[src/hw/rtl/szc_pkg.sv]
// Shared types and constants for the strip zero-suppression cluster finder.
package szc_pkg;

  localparam int unsigned IDX_W       = 10;
  localparam int unsigned CNT_CFG_W   = 11;
  localparam int unsigned AMP_W       = 24;
  localparam int unsigned NB_W        = 4;
  localparam int unsigned STRIP_CAP   = 1024;
  localparam int unsigned CFG_IDX_W   = 2;
  localparam int unsigned FIFO_DEPTH  = 4;

  localparam logic [CFG_IDX_W-1:0] REG_HIT_THRESHOLD   = 2'd0;
  localparam logic [CFG_IDX_W-1:0] REG_NEIGHBOUR_COUNT = 2'd1;
  localparam logic [CFG_IDX_W-1:0] REG_STRIP_COUNT     = 2'd2;

  localparam logic [AMP_W-1:0]     RST_HIT_THRESHOLD   = 24'd256;
  localparam logic [NB_W-1:0]      RST_NEIGHBOUR_COUNT = 4'd2;
  localparam logic [CNT_CFG_W-1:0] RST_STRIP_COUNT     = 11'd1024;

  typedef struct packed {
    logic [AMP_W-1:0]     hit_threshold;
    logic [NB_W-1:0]      neighbour_count;
    logic [CNT_CFG_W-1:0] strip_count;
  } szc_cfg_t;

  typedef struct packed {
    logic [IDX_W-1:0] cluster_first;
    logic [IDX_W-1:0] cluster_final;
    logic             run_end;
  } szc_word_t;

  typedef struct packed {
    logic [1:0] count;
    szc_word_t  word0;
    szc_word_t  word1;
  } szc_push_t;

endpackage

[src/hw/rtl/szc_cluster_core.sv]
// Input register, window tracking and cluster emission for one strip per cycle while the queue has room.
module szc_cluster_core import szc_pkg::*; #(
  parameter int unsigned MAX_STRIPS = 1024
) (
  input  logic             clk_i,
  input  logic             rst_ni,
  input  szc_cfg_t         cfg_i,
  input  logic             in_valid_i,
  output logic             in_ready_o,
  input  logic [AMP_W-1:0] amplitude_i,
  input  logic             space_ok_i,
  output szc_push_t        push_o
);

  localparam int unsigned LIMIT = (MAX_STRIPS < STRIP_CAP) ? MAX_STRIPS : STRIP_CAP;
  localparam logic [CNT_CFG_W-1:0] LIMIT_W = CNT_CFG_W'(LIMIT);

  logic             s1_valid_q;
  logic [AMP_W-1:0] amp_q;
  logic             fire;

  logic             win_open_q, win_open_d;
  logic [IDX_W-1:0] win_first_q, win_first_d;
  logic [IDX_W-1:0] win_final_q, win_final_d;
  logic [IDX_W-1:0] strip_index_q, strip_index_d;

  logic [CNT_CFG_W-1:0] eff_count;
  logic [CNT_CFG_W-1:0] last_w;
  logic [IDX_W-1:0]     last;
  logic                 is_last;
  logic [IDX_W-1:0]     j;
  logic [NB_W-1:0]      nb;
  logic                 hit;
  logic [IDX_W-1:0]     lo;
  logic [CNT_CFG_W-1:0] hi_w;
  logic [IDX_W-1:0]     hi;
  logic                 gap;
  logic                 emit_a;
  logic                 emit_b;
  logic                 open_n;
  logic [IDX_W-1:0]     first_n;
  logic [IDX_W-1:0]     final_n;
  szc_word_t            word_a;
  szc_word_t            word_b;

  assign fire       = s1_valid_q && space_ok_i;
  assign in_ready_o = !s1_valid_q || fire;

  always_ff @(posedge clk_i or negedge rst_ni) begin
    if (!rst_ni) begin
      s1_valid_q <= 1'b0;
    end else if (in_ready_o) begin
      s1_valid_q <= in_valid_i;
    end
  end

  always_ff @(posedge clk_i) begin
    if (in_ready_o && in_valid_i) begin
      amp_q <= amplitude_i;
    end
  end

  always_comb begin
    eff_count = cfg_i.strip_count;
    if (eff_count == '0) begin
      eff_count = CNT_CFG_W'(1);
    end
    if (eff_count > LIMIT_W) begin
      eff_count = LIMIT_W;
    end
    last_w = eff_count - CNT_CFG_W'(1);
    last   = last_w[IDX_W-1:0];

    is_last = {1'b0, strip_index_q} >= last_w;
    j       = is_last ? last : strip_index_q;
    nb      = cfg_i.neighbour_count;
    hit     = $signed(amp_q) > $signed(cfg_i.hit_threshold);

    lo   = (j > IDX_W'(nb)) ? (j - IDX_W'(nb)) : '0;
    hi_w = {1'b0, j} + CNT_CFG_W'(nb);
    hi   = (hi_w > last_w) ? last : hi_w[IDX_W-1:0];
    gap  = ({1'b0, win_final_q} + CNT_CFG_W'(nb) + CNT_CFG_W'(1)) < {1'b0, j};

    emit_a  = hit && win_open_q && gap;
    open_n  = win_open_q;
    first_n = win_first_q;
    final_n = win_final_q;
    if (hit) begin
      open_n  = 1'b1;
      final_n = hi;
      if (!win_open_q || gap) begin
        first_n = lo;
      end
    end
    emit_b = is_last && open_n;

    word_a.cluster_first = win_first_q;
    word_a.cluster_final = win_final_q;
    word_a.run_end       = !emit_b;
    word_b.cluster_first = first_n;
    word_b.cluster_final = final_n;
    word_b.run_end       = 1'b1;

    push_o.word0 = emit_a ? word_a : word_b;
    push_o.word1 = word_b;
    push_o.count = fire ? (2'(emit_a) + 2'(emit_b)) : 2'd0;

    if (is_last) begin
      win_open_d    = 1'b0;
      win_first_d   = '0;
      win_final_d   = '0;
      strip_index_d = '0;
    end else begin
      win_open_d    = open_n;
      win_first_d   = first_n;
      win_final_d   = final_n;
      strip_index_d = j + IDX_W'(1);
    end
  end

  always_ff @(posedge clk_i or negedge rst_ni) begin
    if (!rst_ni) begin
      win_open_q    <= 1'b0;
      win_first_q   <= '0;
      win_final_q   <= '0;
      strip_index_q <= '0;
    end else if (fire) begin
      win_open_q    <= win_open_d;
      win_first_q   <= win_first_d;
      win_final_q   <= win_final_d;
      strip_index_q <= strip_index_d;
    end
  end

  a_last_closes: assert property (@(posedge clk_i) disable iff (!rst_ni)
    fire && is_last |=> !win_open_q && strip_index_q == '0)
    else $error("window not closed after last strip");

  a_two_only_at_last: assert property (@(posedge clk_i) disable iff (!rst_ni)
    push_o.count == 2'd2 |-> is_last && !push_o.word0.run_end && push_o.word1.run_end)
    else $error("two clusters outside ladder end");

  a_window_order: assert property (@(posedge clk_i) disable iff (!rst_ni)
    win_open_q |-> win_first_q <= win_final_q)
    else $error("open window has first beyond final");

endmodule

[src/hw/rtl/szc_result_fifo.sv]
// Result queue taking up to two cluster words per cycle and giving one while out_ready_i is high.
module szc_result_fifo import szc_pkg::*; (
  input  logic      clk_i,
  input  logic      rst_ni,
  input  szc_push_t push_i,
  output logic      space_ok_o,
  output logic      out_valid_o,
  input  logic      out_ready_i,
  output szc_word_t word_o
);

  localparam int unsigned PTR_W = $clog2(FIFO_DEPTH);
  localparam int unsigned CNT_W = $clog2(FIFO_DEPTH + 1);

  szc_word_t        mem_q [FIFO_DEPTH];
  logic [PTR_W-1:0] wr_ptr_q, wr_ptr_d;
  logic [PTR_W-1:0] rd_ptr_q, rd_ptr_d;
  logic [CNT_W-1:0] count_q, count_d;
  logic             pop;

  assign out_valid_o = count_q != '0;
  assign pop         = out_valid_o && out_ready_i;
  assign space_ok_o  = count_q <= CNT_W'(FIFO_DEPTH - 2);
  assign word_o      = mem_q[rd_ptr_q];

  always_comb begin
    wr_ptr_d = wr_ptr_q + PTR_W'(push_i.count);
    rd_ptr_d = rd_ptr_q + PTR_W'(pop);
    count_d  = count_q + CNT_W'(push_i.count) - CNT_W'(pop);
  end

  always_ff @(posedge clk_i or negedge rst_ni) begin
    if (!rst_ni) begin
      wr_ptr_q <= '0;
      rd_ptr_q <= '0;
      count_q  <= '0;
    end else begin
      wr_ptr_q <= wr_ptr_d;
      rd_ptr_q <= rd_ptr_d;
      count_q  <= count_d;
    end
  end

  always_ff @(posedge clk_i) begin
    if (push_i.count != 2'd0) begin
      mem_q[wr_ptr_q] <= push_i.word0;
    end
    if (push_i.count == 2'd2) begin
      mem_q[wr_ptr_q + PTR_W'(1)] <= push_i.word1;
    end
  end

  a_no_overflow: assert property (@(posedge clk_i) disable iff (!rst_ni)
    count_q <= CNT_W'(FIFO_DEPTH))
    else $error("result queue overflow");

  a_push_room: assert property (@(posedge clk_i) disable iff (!rst_ni)
    push_i.count != 2'd0 |-> space_ok_o)
    else $error("push without room");

  a_count_track: assert property (@(posedge clk_i) disable iff (!rst_ni)
    1'b1 |=> count_q == $past(count_q) + CNT_W'($past(push_i.count)) - CNT_W'($past(pop)))
    else $error("queue count out of step");

endmodule

[src/hw/rtl/strip_zero_suppress_clusterer.sv]
// Top level of the strip zero-suppression cluster finder.
// One strip amplitude word is taken per clock, in strip order, while the queue
// has room; the strip index is counted inside and wraps after the last strip of
// the ladder. A word is held in the input register, then compared and merged
// into the open window; its clusters (none, one or two) enter a four-word result
// queue. The queue drains one cluster per cycle while out_ready_i is high, so a
// stalled output side holds the input once two free queue slots are no longer
// available. The user must write registers through the plain write port only
// while the block is idle; the block itself does not enforce this.
module strip_zero_suppress_clusterer import szc_pkg::*; #(
  parameter int unsigned MAX_STRIPS = 1024
) (
  input  logic                 clk_i,
  input  logic                 rst_ni,
  input  logic                 cfg_we_i,
  input  logic [CFG_IDX_W-1:0] cfg_index_i,
  input  logic [AMP_W-1:0]     cfg_data_i,
  input  logic                 in_valid_i,
  output logic                 in_ready_o,
  input  logic [AMP_W-1:0]     amplitude_i,
  output logic                 out_valid_o,
  input  logic                 out_ready_i,
  output logic [IDX_W-1:0]     cluster_first_o,
  output logic [IDX_W-1:0]     cluster_final_o,
  output logic                 run_end_o
);

  szc_cfg_t  cfg_q;
  szc_push_t push;
  szc_word_t word;
  logic      space_ok;

  always_ff @(posedge clk_i or negedge rst_ni) begin
    if (!rst_ni) begin
      cfg_q.hit_threshold   <= RST_HIT_THRESHOLD;
      cfg_q.neighbour_count <= RST_NEIGHBOUR_COUNT;
      cfg_q.strip_count     <= RST_STRIP_COUNT;
    end else if (cfg_we_i) begin
      case (cfg_index_i)
        REG_HIT_THRESHOLD:   cfg_q.hit_threshold   <= cfg_data_i;
        REG_NEIGHBOUR_COUNT: cfg_q.neighbour_count <= cfg_data_i[NB_W-1:0];
        REG_STRIP_COUNT:     cfg_q.strip_count     <= cfg_data_i[CNT_CFG_W-1:0];
        default: begin
        end
      endcase
    end
  end

  szc_cluster_core #(
    .MAX_STRIPS (MAX_STRIPS)
  ) u_core (
    .clk_i       (clk_i),
    .rst_ni      (rst_ni),
    .cfg_i       (cfg_q),
    .in_valid_i  (in_valid_i),
    .in_ready_o  (in_ready_o),
    .amplitude_i (amplitude_i),
    .space_ok_i  (space_ok),
    .push_o      (push)
  );

  szc_result_fifo u_fifo (
    .clk_i       (clk_i),
    .rst_ni      (rst_ni),
    .push_i      (push),
    .space_ok_o  (space_ok),
    .out_valid_o (out_valid_o),
    .out_ready_i (out_ready_i),
    .word_o      (word)
  );

  assign cluster_first_o = word.cluster_first;
  assign cluster_final_o = word.cluster_final;
  assign run_end_o       = word.run_end;

endmodule
[config.mk]
export PLATFORM = sky130hd
export DESIGN_NAME = strip_zero_suppress_clusterer
export DESIGN_NICKNAME = d
export VERILOG_FILES = /design/src/hw/rtl/szc_pkg.sv /design/src/hw/rtl/szc_cluster_core.sv /design/src/hw/rtl/szc_result_fifo.sv /design/src/hw/rtl/strip_zero_suppress_clusterer.sv
export SDC_FILE = /design/constraint.sdc
export NUM_CORES = 1
export LEC_CHECK = 0
export BUFFER_PORTS_ARGS = -buffer_cell sky130_fd_sc_hd__buf_4
export CAP_MARGIN = 15
export CORE_ASPECT_RATIO = 1.75
export CORE_MARGIN = 1.5
export CORE_UTILIZATION = 45
export CTS_BUF_LIST = sky130_fd_sc_hd__clkbuf_4
export DETAILED_ROUTE_END_ITERATION = 8
export GPL_TIMING_DRIVEN = 0
export HOLD_SLACK_MARGIN = 0.06
export PLACE_DENSITY_LB_ADDON = 0.1
export SYNTH_ARGS = -nofsm -noshare
export SYNTH_HDL_FRONTEND = slang
export SYNTH_SLANG_ARGS = --single-unit
export TNS_END_PERCENT = 10
[constraint.sdc]
create_clock -name clk_i -period 12.45 [get_ports clk_i]
set_clock_uncertainty 0.05 [all_clocks]
set_input_delay 1.8675 -clock clk_i [delete_from_list [all_inputs] [get_ports clk_i]]
set_output_delay 1.8675 -clock clk_i [all_outputs]
set_load 0.01 [all_outputs]
Yosys cells after proc, flatten, opt, wreduce, memory -nomap -nowiden
Memory sizes are Yosys's and may differ from the RTL's.
Cells that the tools add are included.
- bitwise logic cells: 0
- equal/unequal tests: 3
- order comparisons: 7
- add/sub/neg operators: 12
- $mul: 0
- reduce and logical (&&, ||, !) cells: 18
- mux-type cells: 19
- div/mod/pow operators: 0
- shifts and indexed selects: 0
- operators with widths (kind ; number):
    $mux W10 ; 9
    $gt A24 B24 Y1 ; 1
    $add A10 B4 Y11 ; 2
    $mux W11 ; 2
    $mux W21 ; 1
    $add A11 B1 Y11 const B ; 1
    $ge A10 B11 Y1 ; 1
    $gt A11 B11 Y1 ; 1
    $gt A11 B11 Y1 const B ; 1
    $logic_not A11 Y1 ; 1
    $lt A11 B10 Y1 ; 1
    $sub A11 B1 Y11 const B ; 1
    $add A10 B1 Y10 const B ; 1
    $gt A10 B4 Y1 ; 1
    $sub A10 B4 Y10 ; 1
    $logic_and A1 B1 Y1 ; 6
    $mux W1 ; 6
    $reduce_and A2 Y1 ; 3
    $eq A2 B2 Y1 const B ; 2
    $add A3 B2 Y3 ; 1
    $le A3 B2 Y1 const B ; 1
    $logic_not A1 Y1 ; 3
    $reduce_bool A3 Y1 ; 1
    $sub A3 B1 Y3 ; 1
    other kinds (9) ; 10
- output and inout bits: 23
- input port bits: 55
- bits in writable memories: 84
- logic and storage cells: 72
- latch bits: 0
- bits in read-only memories: 0
- flip-flop bits (word level): 102
- memories kept: 1
- memories (memory ; depth ; width ; rd ports ; clocked after Yosys merged registers in ; write ports ; line ; text):
    u_fifo.mem_q ; 4 ; 21 ; 1 ; 0 ; 2 ; szc_result_fifo.sv:15 ; szc_word_t mem_q [FIFO_DEPTH];

Logic depth before layout (Yosys ltp)
Gate-level depths: netlist of run 1.
- word-level depth: 14
- depth in mapped cells: 40
- gate-level depth less buffers: 37

Hierarchy
From an unflattened synthesis of run 1, not the netlist that was laid out.
- cell total of the unflattened synthesis: 1011
- area total of the unflattened synthesis: 11883.9 um^2
- by module, submodules not included (module ; times used ; sequential area each (um^2) ; cells each ; area each (um^2)):
    szc_cluster_core ; 1 ; 1521.5 ; 685 ; 5723.0
    szc_result_fifo ; 1 ; 2697.6 ; 242 ; 4680.7
    strip_zero_suppress_clusterer ; 1 ; 979.7 ; 84 ; 1480.2

Worst setup path after synthesis of run 1
Ideal clock, no wire load.
- path type: register -> register
- from: register cfg_q[4] in the netlist's numbering
- to: memory u_fifo.mem_q[0][7] in the netlist's numbering, data pin
- buffers on the path: 4
- stages on the path, launching flop included: 41
- setup time: 0.268 ns
- data required time: 12.132 ns
- period minus slack after synthesis: 7.813 ns
- slack: 4.637 ns
- data arrival time: 7.495 ns
- path through: dfrtp_1 > nor2_1 > and2_1 > nor2b_1 > o21ai_0 > ha_1 > clkbuf_1 > a21o_1 > nor2b_1 > inv_1 > ha_1 > a211o_1 > a31oi_1 > o221ai_2 > a21boi_2 > a21o_1 > buf_2 > buf_2 > [... 5 more ...] > nor2_1 > nor2_1 > o21bai_1 > nand2_1 > mux2i_1 > xor2_1 > inv_1 > ha_1 > and2_1 > a221oi_1 > nor2_1 > o211a_1 > o31ai_1 > and2_4 > a211o_1 > buf_6 > mux2i_1 > o21ai_0
- RTL lines (element ; line ; text):
    start: declaration ; strip_zero_suppress_clusterer.sv:28 ; szc_cfg_t cfg_q;
    end: declaration ; szc_result_fifo.sv:15 ;

==> results.sh, run 1 <==
export IMPL_synth_seq_area_share_pct=46.5
export IMPL_vias=8510
export IMPL_clockRootBuffer="clkbuf_4"
export IMPL_cp_end_kind="register"
export IMPL_status="finished, final reports clean"
export IMPL_fin_crit_sh_pct=84.4
export IMPL_synthesis_nets=1200
export IMPL_leakagePower_nw=5.01
export IMPL_drtPass1Iterations=7
export IMPL_crit_top_cell="o21ai_0"
export IMPL_hold_viol=0
export IMPL_synth_area_per_cell_um2=10.4
export IMPL_grt_pass1_vias=8812
export IMPL_clk_path_buf_depth=2
export IMPL_antenna_found_initial=2
export IMPL_relSlewSlack_pct=10.9
export IMPL_cp_top_family="simple AND/OR/NAND/NOR gates"
export IMPL_cp_num_buf_inv=5
export IMPL_clkSinkCount=186
export IMPL_powerDensity_nw_per_um2=204
export IMPL_ctsResizeCount=0
export IMPL_cp_required_ps=12890
export IMPL_h_tree_depth=4
export IMPL_grt_ovfl_total=0
export IMPL_ir_drop_mv=0.0988
export IMPL_finalCriticalPeriod_ps=10510
export IMPL_core_region_area_um2=24100
export IMPL_postLayoutCellArea_um2=12400
export IMPL_rsz0062_at_grt="no"
export IMPL_synth_area_leaders="edfxtp_1 (28%), dfrtp_1 (17%), ha_1 (7.9%)"
export IMPL_place_worst_setup_slack_ps=2020
export IMPL_worstSetupPathDepth=34
export IMPL_die_h_um=211
export IMPL_synth_warnings=0
export IMPL_placed_cell_area_um2=12100
export IMPL_cp_data_arrival_time_ps=10950
export IMPL_worstHoldPathType="register to register"
export IMPL_ys_top_cells_by_count="nand2_1 (143), o21ai_0 (111), edfxtp_1 (104)"
export IMPL_max_stage_delay_ps=820
export IMPL_start_util_pct=46.0
export IMPL_final_setup_tns_ps=0
export IMPL_postCtsHoldBufs=0
export IMPL_tightestPinTransition_ps=1320
export IMPL_crit_path_start_kind="register"
export IMPL_port_buffers=77
export IMPL_tritoncts="done"
export IMPL_yosysMostFrequentCell="nand2_1"
export IMPL_finalWirelength_um=30100
export IMPL_wl_per_cell_um=20.2
export IMPL_r2r_cells=34
export IMPL_post_cts_buffers=0
export IMPL_cp_slowest_cell="nor2_1"
export IMPL_drive_above_1_share_pct=15.8
export IMPL_final_nets=1299
export IMPL_syn_to_final_growth_pct=11.9
export IMPL_crit_type="register to register"
export IMPL_async_flop_share_pct=41.9
export IMPL_setup_viol=0
export IMPL_synth_top_cell_area_share_pct=28.1
export IMPL_drtAntennaViolNets=0
export IMPL_num_rows=75
export IMPL_yosys_area_top_type="edfxtp_1"
export IMPL_finalPower_mw=2.54
export IMPL_ys_ff_latch=186
export IMPL_worstPathMaxFanout=10
export IMPL_cts_buffers=17
export IMPL_grt_max_degree=79
export IMPL_viasPerCell=5.70
export IMPL_synthFlopType="edfxtp_1"
export IMPL_clk_pin_slew_worst_paths_ps=140
export IMPL_synth_edf_count=104
export IMPL_ys_types=77
export IMPL_syn_inst=1071
export IMPL_fp_dieW_um=122
export IMPL_dieArea_um2=25700
export IMPL_syn_area_um2=11100
export IMPL_drc_errors=0
export IMPL_hold_path_cell_count=2
export IMPL_grtUsageTotal_pct=24.7
export IMPL_dp_hpwl_um=23000
export IMPL_clk_latency_ps=660
export IMPL_detail_route_iter0_violations=547
export IMPL_ios=78
export IMPL_finish_utilization_pct=51.5
export IMPL_gp_congestion=0.883
export IMPL_finalMaxSlewViolations=0
export IMPL_cap_viol_max_count=0
export IMPL_grt_pass1_wl_um=47000
export IMPL_max_freq_ghz=0.0952
export IMPL_layout_setup_ws_ps=1940
-- metrics by stage --
stage / hold WS (ps) / instances
after global placement: 403 / 1456
after global routing: 470 / 1493
after detailed placement: 404 / 1456
after floorplan: 387 / 1071
after CTS: 437 / 1488
final: 437 / 1493
-- metal layers --
| metal | GRT usage [%] | share of wire [%] |
|---|---|---|
| met1 | 24.1 | 35 |
| met5 | 0 | 0 |
| met4 | 15.9 | 5.1 |
| met2 | 47.3 | 57 |
| met3 | 3.48 | 3.0 |
-- logic make-up after synthesis --
| family | share of synthesized area, % |
|---|---|
| multiplexers | 8.61 |
| XOR/XNOR | 2.68 |
| adder cells (fa/ha/maj) | 8.61 |
| flip-flops | 46.5 |
| AND/OR/NAND/NOR | 13.7 |
| buffers and inverters | 3.88 |
| AO/OA/AOI/OAI | 16.1 |
-- state kept, by name, summed over array words and instances (netlist names) --
signal	cells
cfg_q	39
u_core.amp_q	24
u_core.s1_valid_q	1
u_core.strip_index_q	10
u_core.win_final_q	10
u_core.win_first_q	10
u_core.win_open_q	1
u_fifo.count_q	3
u_fifo.mem_q	84
u_fifo.rd_ptr_q	2
u_fifo.wr_ptr_q	2
-- power by group --
group / internal, mW / switching [mW]
clock: 0.131 / 0.215
combinational: 0.511 / 0.824
sequential: 0.785 / 0.0705
total: 1.43 / 1.11
-- layout by cell type (no fill, tap or decap), drive strengths merged, types with 5 or more instances in the layout --
cell	count
clkbuf	53
nor3	21
a22o	20
xor2	14
xnor2	20
o21a	9
nand2b	8
clkinv	5
nand4	13
a21oi	43
mux4	21
nand3b	6
a31oi	9
nor2	63
a211oi	7
mux2i	21
o22ai	6
nand2	143
nor2b	17
ha	70
buf	96
nand3	13
and2	13
edfxtp	104
mux2	21
a21o	17
o21ai	125
o211ai	9
inv	63
dfrtp	75
-- cell type report --
| class | instances | area (µm²) |
|---|---|---|
| fill | 2172 | 11700 |
| clock inverter | 10 | 118 |
| antenna | 2 | 5.00 |
| sequential | 186 | 5160 |
| inverter | 63 | 236 |
| clock buffer | 22 | 165 |
| buffer | 47 | 194 |
| tap | 308 | 385 |
| multi-input combinational | 775 | 5520 |
| timing repair buffer | 80 | 648 |
-- path summary, 6_finish.rpt --
| kind | startpoint | endpoint | slack (ps) |
|---|---|---|---|
| max reg2reg | cfg_q[7] | u_fifo.mem_q[2][12] | 1940 |
| min reg2reg | u_fifo.mem_q[3][0] | u_fifo.mem_q[3][0] | 440 |
| max in group asynchronous | rst_ni | cfg_q[12] | 10620 |
| min in group asynchronous | rst_ni | u_core.strip_index_q[9] | 1050 |
| max | cfg_q[7] | u_fifo.mem_q[2][12] | 1940 |
| min | u_fifo.mem_q[3][0] | u_fifo.mem_q[3][0] | 440 |
-- worst register-to-register path, delay by kind of cell, from the launching register on --
| kind | cells | cell delay [ps] |
|---|---|---|
| mux | 1 | 750 |
| simple gates | 12 | 3110 |
| fa+ha+maj | 4 | 1270 |
| flops | 1 | 450 |
| compound gates | 11 | 2540 |
| buf+inv | 5 | 1590 |
| xor+xnor | 1 | 600 |
(Power assumes the default switching activity.)
==> inputs of run 2 (changes only) <==
--- a/config.mk
+++ b/config.mk
@@ -5,6 +5,7 @@
 export SDC_FILE = /design/constraint.sdc
 export NUM_CORES = 1
 export LEC_CHECK = 0
+export ABC_AREA = 1
 export BUFFER_PORTS_ARGS = -buffer_cell sky130_fd_sc_hd__buf_4
 export CAP_MARGIN = 15
 export CORE_ASPECT_RATIO = 1.75
==> constraint.sdc (replaced) <==
create_clock -name clk_i -period 10.8 [get_ports clk_i]
set_clock_uncertainty 0.05 [all_clocks]
set_input_delay 1.62 -clock clk_i [delete_from_list [all_inputs] [get_ports clk_i]]
set_output_delay 1.62 -clock clk_i [all_outputs]
set_load 0.01 [all_outputs]
==> run 2 against run 1 <==
Cell count up 22%. Critical path depth up 11. Fmax up 14%. Largest cell class unchanged. Setup slack got worse by 360 ps. Global-route usage is 1.0 points lower.
==> results.sh, run 2 <==
export IMPL_muxShareOfSynthArea_pct=0
export IMPL_grt_pass1_vias=9732
export IMPL_grt_ovfl_total=0
export IMPL_final_nets=1616
export IMPL_layout_setup_ws_ps=1580
export IMPL_instances_no_fill=1821
export IMPL_finalWirelength_um=31400
export IMPL_final_cell_mix="nand2_1 (272), inv_1 (167), o21ai_0 (135)"
export IMPL_grtUsageTotal_pct=23.7
export IMPL_start_util_pct=45.6
export IMPL_drive_above_1_share_pct=15.9
export IMPL_post_cts_buffers=0
export IMPL_worstPathMaxFanout=20
export IMPL_h_tree_depth=4
export IMPL_synth_top_family_by_area="simple AND/OR/NAND/NOR gates"
export IMPL_dp_hpwl_um=24800
export IMPL_tightestPinTransition_ps=1030
export IMPL_powerDensity_nw_per_um2=309
export IMPL_finalCriticalPeriod_ps=9220
export IMPL_cp_required_ps=11050
export IMPL_max_stage_delay_ps=840
export IMPL_syn_to_final_growth_pct=11.0
export IMPL_dieArea_um2=27100
export IMPL_finish_utilization_pct=50.6
export IMPL_p_sw_share_pct=54.2
export IMPL_cap_viol_max_count=0
export IMPL_syn_inst=1389
export IMPL_p_sw_mw=2.19
export IMPL_placed_cell_area_um2=12700
export IMPL_largest_register="u_fifo.mem_q"
export IMPL_setup_viol=0
export IMPL_pwr_share_comb_pct=65.1
export IMPL_drtAntennaViolNets=0
export IMPL_clk_latency_ps=660
export IMPL_internal_power_mw=1.85
export IMPL_r2r_cells=45
export IMPL_vias=9689
export IMPL_detail_route_iter0_violations=679
export IMPL_worstHoldPathType="register to register"
export IMPL_status="finished, final reports clean"
export IMPL_cp_end_kind="register"
export IMPL_grt_pass1_wl_um=50100
export IMPL_leakagePower_nw=5.90
export IMPL_min_to="u_fifo.mem_q[3][0]"
export IMPL_core_region_area_um2=25800
export IMPL_ios=78
export IMPL_cts_buffers=17
export IMPL_largest_reg_flops=84
export IMPL_synthFlopType="edfxtp_1"
export IMPL_max_freq_ghz=0.108
export IMPL_fp_dieW_um=125
export IMPL_crit_path_start_kind="register"
export IMPL_synth_area_per_cell_um2=8.46
export IMPL_hold_path_cell_count=2
export IMPL_clk_path_buf_depth=2
export IMPL_clkSinkCount=186
export IMPL_synth_fa_ha_area_share_pct=8.13
export IMPL_drc_errors=0
export IMPL_finalPower_mw=4.04
export IMPL_layout_commonest_cell="nand2_1"
export IMPL_yosys_area_top_type="edfxtp_1"
export IMPL_reg2reg_slack_ps=1580
export IMPL_postCtsHoldBufs=0
export IMPL_ctsResizeCount=0
export IMPL_top_regs="u_fifo.mem_q x84, cfg_q x39, u_core.amp_q x24"
export IMPL_rsz0062_at_grt="no"
export IMPL_die_h_um=217
export IMPL_postLayoutCellArea_um2=13000
export IMPL_ys_ff_latch=186
export IMPL_syn_area_um2=11800
export IMPL_viasPerCell=5.32
export IMPL_cp_slowest_cell="nand2_1"
export IMPL_synth_xor_area_share_pct=1.70
export IMPL_fin_hold_ws_ps=453
export IMPL_clkPwrFrac_pct=9.6
export IMPL_clockRootBuffer="clkbuf_4"
export IMPL_r2r_end="u_fifo.mem_q[0][15]"
export IMPL_fin_crit_sh_pct=85.4
export IMPL_port_buffers=77
export IMPL_ir_drop_mv=0.148
export IMPL_tritoncts="done"
export IMPL_hold_viol=0
export IMPL_synth_seq_area_share_pct=43.9
export IMPL_synthSimpleGateAreaFrac_pct=24.8
export IMPL_synth_top_cell_area_share_pct=26.6
export IMPL_synth_edf_count=104
export IMPL_seq_power_share_pct=25.3
export IMPL_wl_per_cell_um=17.2
export IMPL_crit_type="register to register"
export IMPL_clk_pin_slew_worst_paths_ps=160
export IMPL_synth_warnings=0
export IMPL_grt_max_degree=79
export IMPL_dp_cells=1787
export IMPL_final_setup_tns_ps=0
export IMPL_num_rows=78
export IMPL_regToRegStartpoint="cfg_q[3]"
export IMPL_ys_types=59
export IMPL_synthesis_nets=1518
export IMPL_relSlewSlack_pct=30.9
export IMPL_synth_compound_area_share_pct=13.7
export IMPL_place_worst_setup_slack_ps=1510
export IMPL_hp_start="u_fifo.mem_q[3][0]"
export IMPL_antenna_found_initial=1
export IMPL_yosysMostFrequentCell="nand2_1"
export IMPL_ys_top_cells_by_count="nand2_1 (272), inv_1 (167), o21ai_0 (135)"
export IMPL_cp_data_arrival_time_ps=9470
export IMPL_finalMaxSlewViolations=0
export IMPL_synth_area_leaders="edfxtp_1 (27%), dfrtp_1 (16%), nand2_1 (8.7%)"
export IMPL_gp_congestion=0.969
export IMPL_drtPass1Iterations=6
export IMPL_async_flop_share_pct=41.9
==> run 2: cell count changes after synthesis, moves of 18 or more <==
cell	delta
mux2i_1	-18
nand2_2	+34
nand3_2	+36
nand3_1	+99
nor2_1	+47
mux4_2	-21
o21ai_0	+24
o22ai_1	+29
mux2_2	-19
inv_1	+106
a22o_1	-19
nand2_1	+129
==> run 2: per-layer routing <==
layer | part of all wire (%) | up-vias | global-route usage [%]
met2 | 55 | 246 | 46.1
met1 | 36 | 4486 | 23.3
met3 | 3.1 | 80 | 3.42
met5 | 0 | - | 0
li1 | - | 4877 | -
met4 | 5.4 | 0 | 14.4
==> run 2: critical path: cells and delay by family (launching register included) <==
kind | cells | cell delay [ps]
AND/OR/NAND/NOR | 21 | 3410
XOR/XNOR | 1 | 510
AO/OA/AOI/OAI | 7 | 1170
adder cells (fa/ha/maj) | 4 | 1110
flip-flops | 1 | 500
buffers and inverters | 12 | 2080
==> run 2: area by class of cell <==
type | count | area [µm²]
antenna | 1 | 2.50
tap | 320 | 400
buffer | 52 | 263
timing repair buffer | 79 | 621
inverter | 173 | 649
clock inverter | 14 | 135
clock buffer | 18 | 135
sequential | 186 | 5160
multi-input combinational | 978 | 5680
fill | 2579 | 12700
==> run 2: cells by family after synthesis <==
family | count (synthesis)
AOI/OAI and AO/OA | 272
xor gates and xnor gates | 22
adders and majority gates | 74
buffers and inverters | 225
DFF | 186
and+or+nand+nor | 610
==> run 2: worst max-delay path by stage <==
stage / start / to / slack (ps) / depth (start not counted)
after floorplan: cfg_q[3] / u_fifo.mem_q[0][10] / 3890 / 45
after global placement: cfg_q[3] / u_fifo.mem_q[0][9] / 1530 / 44
after detailed placement: cfg_q[3] / u_fifo.mem_q[0][7] / 1510 / 44
after CTS: cfg_q[3] / u_fifo.mem_q[0][3] / 1490 / 44
after global routing: cfg_q[3] / u_fifo.mem_q[0][16] / 850 / 44
final: cfg_q[3] / u_fifo.mem_q[0][15] / 1580 / 45
==> run 2: power by group through the flow <==
stage	Clock (mW)	Sequential [mW]	Combinational, mW
detailed placement	0	1.04	2.62
CTS	0.399	1.02	2.63
floorplan	0	1.01	1.90
global route	0.420	1.04	2.93
finish	0.386	1.02	2.63
global placement	0	1.04	2.55
==> inputs of run 3 (changes only) <==
--- a/config.mk
+++ b/config.mk
@@ -10,7 +10,7 @@
 export CAP_MARGIN = 15
 export CORE_ASPECT_RATIO = 1.75
 export CORE_MARGIN = 1.5
-export CORE_UTILIZATION = 45
+export CORE_UTILIZATION = 63
 export CTS_BUF_LIST = sky130_fd_sc_hd__clkbuf_4
 export DETAILED_ROUTE_END_ITERATION = 8
 export GPL_TIMING_DRIVEN = 0
==> run 3 against run 2 <==
Global-route usage up 8.3 points. Routed wire length decreased by 4.7%. Clock power is 3% higher. Sequential power about the same. Combinational power about the same. Count of clock-buffer cells in the layout did not move. Core utilization grew 21 points. Hold slack improved by 5.5 ps. Critical path depth stayed put. Sequential share of layout area increased by 0.30 points. Total power increased by 0.18%. Fmax rose by 1.8%.
==> results.sh, run 3 (synthesized netlist as in run 2, its figures left out) <==
export IMPL_hp_start="cfg_q[20]"
export IMPL_finalMaxSlewViolations=0
export IMPL_die_h_um=184
export IMPL_ir_drop_mv=0.205
export IMPL_min_to="cfg_q[20]"
export IMPL_reg2reg_slack_ps=1740
export IMPL_max_freq_ghz=0.110
export IMPL_leakagePower_nw=5.92
export IMPL_regToRegStartpoint="cfg_q[4]"
export IMPL_h_tree_depth=4
export IMPL_layout_commonest_cell="nand2_1"
export IMPL_tightestPinTransition_ps=961
export IMPL_finalCriticalPeriod_ps=9060
export IMPL_fin_crit_sh_pct=83.9
export IMPL_ios=78
export IMPL_dp_cells=1701
export IMPL_grt_pass1_wl_um=48300
export IMPL_finalWirelength_um=29900
export IMPL_fp_dieW_um=106
export IMPL_hold_path_cell_count=2
export IMPL_postCtsHoldBufs=0
export IMPL_post_cts_buffers=0
export IMPL_worstPathMaxFanout=20
export IMPL_r2r_cells=45
export IMPL_relSlewSlack_pct=35.8
export IMPL_clockRootBuffer="clkbuf_4"
export IMPL_drive_above_1_share_pct=15.9
export IMPL_grtUsageTotal_pct=32.0
export IMPL_wl_per_cell_um=17.2
export IMPL_clk_latency_ps=600
export IMPL_syn_to_final_growth_pct=10.2
export IMPL_port_buffers=77
export IMPL_cap_viol_max_count=0
export IMPL_largest_reg_flops=84
export IMPL_antenna_found_initial=1
export IMPL_crit_type="register to register"
export IMPL_drtAntennaViolNets=0
export IMPL_drtPass1Iterations=9
export IMPL_viasPerCell=5.70
export IMPL_num_rows=65
export IMPL_powerDensity_nw_per_um2=312
export IMPL_clk_pin_slew_worst_paths_ps=150
export IMPL_core_region_area_um2=18100
export IMPL_r2r_end="u_fifo.mem_q[0][4]"
export IMPL_grt_ovfl_total=0
export IMPL_gp_congestion=1.04
export IMPL_clkSinkCount=186
export IMPL_start_util_pct=64.8
export IMPL_grt_pass1_vias=10078
export IMPL_tritoncts="done"
export IMPL_final_fill_count=1447
export IMPL_detail_route_iter0_violations=539
export IMPL_clk_path_buf_depth=2
export IMPL_top_regs="u_fifo.mem_q x84, cfg_q x39, u_core.amp_q x24"
export IMPL_final_cell_mix="nand2_1 (272), inv_1 (167), o21ai_0 (135)"
export IMPL_max_stage_delay_ps=780
export IMPL_drc_errors=0
export IMPL_final_setup_tns_ps=0
export IMPL_ctsResizeCount=0
export IMPL_vias=9895
export IMPL_dp_hpwl_um=23300
export IMPL_hold_viol=0
export IMPL_dieArea_um2=19500
export IMPL_largest_register="u_fifo.mem_q"
export IMPL_worstHoldPathType="register to register"
export IMPL_cts_buffers=17
export IMPL_cp_end_kind="register"
export IMPL_rsz0062_at_grt="no"
export IMPL_cp_required_ps=10970
export IMPL_final_nets=1616
export IMPL_crit_path_start_kind="register"
export IMPL_status="finished, final reports clean"
export IMPL_instances_no_fill=1735
export IMPL_cp_slowest_cell="nand2_1"
export IMPL_grt_max_degree=79
export IMPL_cp_data_arrival_time_ps=9230
export IMPL_setup_viol=0
[run 3: cell types whose count changed in the layout (fill, tap and decap cells not counted)]
cell        delta
buf_12         +1
buf_16         -1
bufinv_16      +1
clkinv_8       -1
clkinvlp_4     -2
inv_6          +2
[run 3: critical path: cells and delay by family (launching register included)]
family,cells,cell delay [ps]
adders and majority gates,4,1090
and+or+nand+nor,21,3360
AOI/OAI and AO/OA,7,1150
xor gates and xnor gates,1,500
buffers and inverters,12,2020
DFF,1,490
[run 3: layout make-up]
| cell class | instances | area, µm² | share of cell area (%) |
|---|---|---|---|
| Clock buffer | 18 | 135 | 1.04 |
| Timing Repair Buffer | 79 | 613 | 4.73 |
| Clock inverter | 14 | 151 | 1.17 |
| Tap cell | 234 | 293 | 2.26 |
| Multi-Input combinational cell | 978 | 5680 | 43.9 |
| Buffer | 52 | 263 | 2.03 |
| Antenna cell | 1 | 2.50 | 0.0193 |
| Inverter | 173 | 649 | 5.01 |
| Sequential cell | 186 | 5160 | 39.8 |
[run 3: worst max path at each step]
stage               startpoint                   to  slack, ps  cells past startpoint
CTS                   cfg_q[4]   u_fifo.mem_q[0][4]       1740                     45
finish                cfg_q[4]   u_fifo.mem_q[0][4]       1740                     45
global route          cfg_q[4]  u_fifo.mem_q[0][13]        970                     45
floorplan             cfg_q[3]  u_fifo.mem_q[0][10]       3890                     45
detailed placement    cfg_q[4]  u_fifo.mem_q[0][12]       1780                     45
global placement      cfg_q[4]  u_fifo.mem_q[0][13]       1900                     45
[run 3: metal layers]
layer	track usage, %	up-vias	part of all wire, %
li1	-	4878	-
met3	4.40	122	3.9
met4	23.2	0	7.7
met2	61.0	338	54
met5	0	-	0
met1	30.5	4557	35
[run 3: power by group]
| group | internal, mW | total [mW] | switching (mW) |
|---|---|---|---|
| sequential | 0.938 | 1.02 | 0.0861 |
| clock | 0.127 | 0.397 | 0.271 |
| combinational | 0.807 | 2.62 | 1.82 |
| total | 1.87 | 4.05 | 2.17 |
[run 3: per-stage QoR]
| step | power [mW] | cell area [µm²] | util, % | worst slack [ps] | hold WS (ps) |
|---|---|---|---|---|---|
| 3_5_place_dp | 3.62 | 12600 | 69.7 | 1780 | 427 |
| 6_report | 4.05 | 12900 | 71.4 | 1740 | 458 |
| 4_1_cts | 4.02 | 12900 | 71.3 | 1740 | 460 |
| 3_3_place_gp | 3.51 | 12600 | 69.6 | 1900 | 412 |
| 5_1_grt | 4.37 | 12900 | 71.4 | 972 | 485 |
| 2_1_floorplan | 2.91 | 11800 | - | 3890 | 387 |
